--- config.mk ---
export PLATFORM = sky130hd
export DESIGN_NAME = rmkc_ctrl
export DESIGN_NICKNAME = d
export VERILOG_FILES = /design/src/rtl/rmkc_pkg.sv /design/src/rtl/rmkc_ctrl.sv
export SDC_FILE = /design/constraint.sdc
export NUM_CORES = 1
export LEC_CHECK = 0
export ABC_AREA = 1
export ABC_CLOCK_PERIOD_IN_PS = 2700
export BUFFER_PORTS_ARGS = -buffer_cell sky130_fd_sc_hd__buf_2
export CORE_AREA = 2 2 39 41
export DETAILED_ROUTE_END_ITERATION = 10
export DIE_AREA = 0 0 41 43
export GPL_TIMING_DRIVEN = 0
export PLACE_DENSITY = 0.57
export RECOVER_POWER = 50
export REMOVE_ABC_BUFFERS = 1
export SYNTH_ARGS = -nofsm -noshare
export SYNTH_HDL_FRONTEND = slang
export SYNTH_SLANG_ARGS = --single-unit
--- constraint.sdc ---
create_clock -name clk -period 2.7 [get_ports clk]
set_input_delay 0.27 -clock clk [delete_from_list [all_inputs] [get_ports clk]]
set_output_delay 0.27 -clock clk [all_outputs]
set_load 0.05 [all_outputs]
--- src/rtl/rmkc_pkg.sv ---
// Package: widths, table size, controller/datapath command and status types.
package rmkc_pkg;

  localparam int TABLE_ENTRIES = 1024;
  localparam int IDX_W         = $clog2(TABLE_ENTRIES);
  localparam int USED_W        = $clog2(TABLE_ENTRIES + 1);
  localparam int KEY_W         = 37;
  localparam int COUNT_BITS    = 16;
  localparam int TIE_W         = 11;

  localparam logic [KEY_W-1:0]      KEY_RESET = 37'd99999999999;
  localparam logic [COUNT_BITS-1:0] COUNT_MAX = {COUNT_BITS{1'b1}};
  localparam logic [TIE_W-1:0]      TIE_MAX   = {TIE_W{1'b1}};
  localparam logic [USED_W-1:0]     USED_MAX  = USED_W'(TABLE_ENTRIES);

  typedef enum logic [5:0] {
    S_IDLE = 6'b000001,
    S_RD   = 6'b000010,
    S_CMP  = 6'b000100,
    S_HIT  = 6'b001000,
    S_NEW  = 6'b010000,
    S_RES  = 6'b100000
  } state_t;

  typedef struct packed {
    logic load_key;
    logic rd_en;
    logic idx_inc;
    logic wr_hit;
    logic wr_new;
    logic set_full;
    logic emit;
  } dp_cmd_t;

  typedef struct packed {
    logic scan_done;
    logic match;
    logic sat;
    logic full;
    logic out_free;
  } dp_sts_t;

endpackage

--- src/rtl/rmkc_ctrl.sv ---
// Controller: sequences the table scan, update and result emission.
module rmkc_ctrl
  import rmkc_pkg::*;
(
  input  logic    clk,
  input  logic    rst_n,
  input  logic    in_valid,
  output logic    in_ready,
  input  dp_sts_t sts,
  output dp_cmd_t cmd
);

  state_t state_r, state_nxt;

  always_ff @(posedge clk) begin
    if (!rst_n) begin
      state_r <= S_IDLE;
    end else begin
      state_r <= state_nxt;
    end
  end

  always_comb begin
    state_nxt = state_r;
    cmd       = '0;
    in_ready  = 1'b0;
    case (state_r)
      S_IDLE: begin
        in_ready = 1'b1;
        if (in_valid) begin
          cmd.load_key = 1'b1;
          state_nxt    = S_RD;
        end
      end
      S_RD: begin
        if (sts.scan_done) begin
          state_nxt = S_NEW;
        end else begin
          cmd.rd_en = 1'b1;
          state_nxt = S_CMP;
        end
      end
      S_CMP: begin
        if (sts.match) begin
          state_nxt = S_HIT;
        end else begin
          cmd.idx_inc = 1'b1;
          state_nxt   = S_RD;
        end
      end
      S_HIT: begin
        // saturated count: leave table and mode untouched
        cmd.wr_hit = !sts.sat;
        state_nxt  = S_RES;
      end
      S_NEW: begin
        cmd.set_full = sts.full;
        cmd.wr_new   = !sts.full;
        state_nxt    = S_RES;
      end
      S_RES: begin
        if (sts.out_free) begin
          cmd.emit  = 1'b1;
          state_nxt = S_IDLE;
        end
      end
      default: state_nxt = S_IDLE;
    endcase
  end

endmodule

==> impl_metrics.toml <==
[timing]
final_max_slew_viol_count = 0
relSlewSlack_pct = 60.8
layout_min_cycle_time_ns = 1.73
period_share_pct = 64.2
setup_viol = 0
fmax_mhz = 577
worst_slew_pin_slew_ns = 0.591
setup_tns_ns = 0
fin_ws_ns = 0.967
final_hold_viol_count = 0
fin_worst_skew_ns = 0.00303
rsz0062_at_grt = "no"

[clocking]
clockBufferDepth = 2
cts_tree = "built"
cts-root-buf = "clkbuf_4"
post_cts_buffers = 0
cts.repair.resized = 0
cts.clk_slew.worst_paths_ns = 0.04
ctsHoldBuffers = 0
cts.sinks = 6
insertion_delay_ns = 0.24
h-tree-depth = 1
cts_buffers = 3

[place]
io_buffers = 15
routabilityCongestion = 0.783
place_ws_ns = 1.39
dp_hpwl_um = 594

[grt]
grt_pass1_vias = 290
grt_usage_pct = 10.8
grt_max_degree = 7
grt_antenna_before_repair = 0
gr-total-overflow = 0
grt_pass1_wl_mm = 1.21

[die]
pin_count = 16
die_y_um = 43
core_sq_um = 1380
rows = 14
initial_utilization_pct = 27.4
die_x_um = 41
die-area_sq_um = 1760

[detailed_routing]
via_count = 391
drc = 0
wl_met2_um = 313
drt_iter0_markers = 4
wl_met1_um = 367
wl_met3_um = 42
vias_per_cell = 4.20
postRouteAntennaNets = 0
routed.top_layer = "met4"
wl_um = 731
drtPass1Iterations = 3
routedWlPerCell_um = 7.86

[worst_setup_path]
path_buf_inv = 1
slowest_delay_ns = 0.32
reg2reg_slack_ns = 1.50
startpoint_type = "flop"
cpLargestDelayFamily = "simple AND/OR/NAND/NOR gates"
critPathRequiredTime_ns = 2.43
cp_max_fo = 5
worstSetupEndpointType = "primary output"
crit_arrival_ns = 1.46
cp_common_cell = "nor2_1"
crit_chain = "nor2_1 > nand3_1 > nor2_1 > buf_2"
critical_path_class = "reg -> out"
crit_slowest_cell = "dfxtp_1"

[cells_and_area]
reg_top3 = "state_r: 6 flops"
multi_input_area_sq_um = 193
regArea_sq_um = 120
nets = 87
largest_reg_flops = 6
final_util_pct = 34.3
fill_cells = 164
drive_above_1_share_pct = 29.9
largest-register = "state_r"
diodes = 0
areaGrowthSynthToFinish_pct = 25.1

[pwr]
p_total_uw = 300
p_leak_uw = 0.000266
irDropWorstVdd_mv = 0.297
power_density_nw_per_um2 = 632

[job]
drv_cap = 0

[synthesis]
synth_area_sq_um = 379
ys_ff_latch = 6
synthTopCellsByArea = "dfxtp_1 32%, nor2_1 15%, inv_1 11%"
seq_area_frac_synth_pct = 31.7
yosys.area.top_type = "dfxtp_1"
synth_cell_types = 16
netlist.area_leader.share_pct = 31.7
syn_inst = 59
ys_warn_count = 0
postSynthAreaPerCell_sq_um = 6.43

[hold_path]
hp-class = "in -> reg"

[outcome]
status = "complete, no violations"
-- placed cells by master (no fill, tap or decap) --
cell	n
nand3_1	5
inv_1	11
a31oi_1	1
nor2_1	16
buf_2	14
nor3b_1	2
clkbuf_1	1
o21ai_0	1
inv_2	1
a21oi_1	1
nand2_1	8
nand2_2	1
dfxtp_1	6
clkbuf_4	3
nand3_2	1
nor2_2	3
nor3_1	1
nand4_1	1
-- synthesized netlist by cell type, drive strengths merged --
master and n:
a31oi 1, nand2 9, a21oi 1, nor3 1, inv 12, nor3b 2, o21ai 1, nand3 6
dfxtp 6, nor2 19, nand4 1
-- per-stage QoR --
stage	area [sq um]	hold slack (ns)	instances
6_report	474	0.220	93
5_1_grt	474	0.209	93
4_1_cts	497	0.208	93
3_5_place_dp	474	0.468	90
3_3_place_gp	474	0.461	90
2_1_floorplan	379	0.349	59
-- area by class of cell --
| type | instances | area share [%] |
|---|---|---|
| well taps | 16 | 4.22 |
| multi-input cells | 41 | 40.6 |
| inverters | 12 | 9.50 |
| repair buffers | 15 | 15.6 |
| clock buffers | 3 | 4.75 |
| flip-flops and latches | 6 | 25.3 |
-- cell families after synthesis --
| family | Yosys count | share of synthesized area [%] |
|---|---|---|
| and+or+nand+nor | 38 | 51.2 |
| AOI/OAI and AO/OA | 3 | 5.28 |
| DFF | 6 | 31.7 |
| buffers and inverters | 12 | 11.9 |
-- worst paths after layout --
check / from / to / cells after the start
max: state_r[4] / cmd[5] / 4
min: sts[4] / state_r[2] / 2
max reg2reg: state_r[4] / state_r[1] / 5
min reg2reg: state_r[5] / state_r[5] / 3
-- power breakdown --
group / internal, uW / switching, uW / total, uW
logic: 32.9 / 80.7 / 114
registers: 97.1 / 6.96 / 104
clock network: 50.2 / 31.7 / 82.0
total: 180 / 119 / 300
-- routing by layer --
metal / track usage (%) / vias to the layer above
li1: - / 219
met1: 14.9 / 158
met2: 11.6 / 12
met3: 3.14 / 2
met4: 12.0 / 0
met5: 0 / -
(Power assumes the default switching activity.)
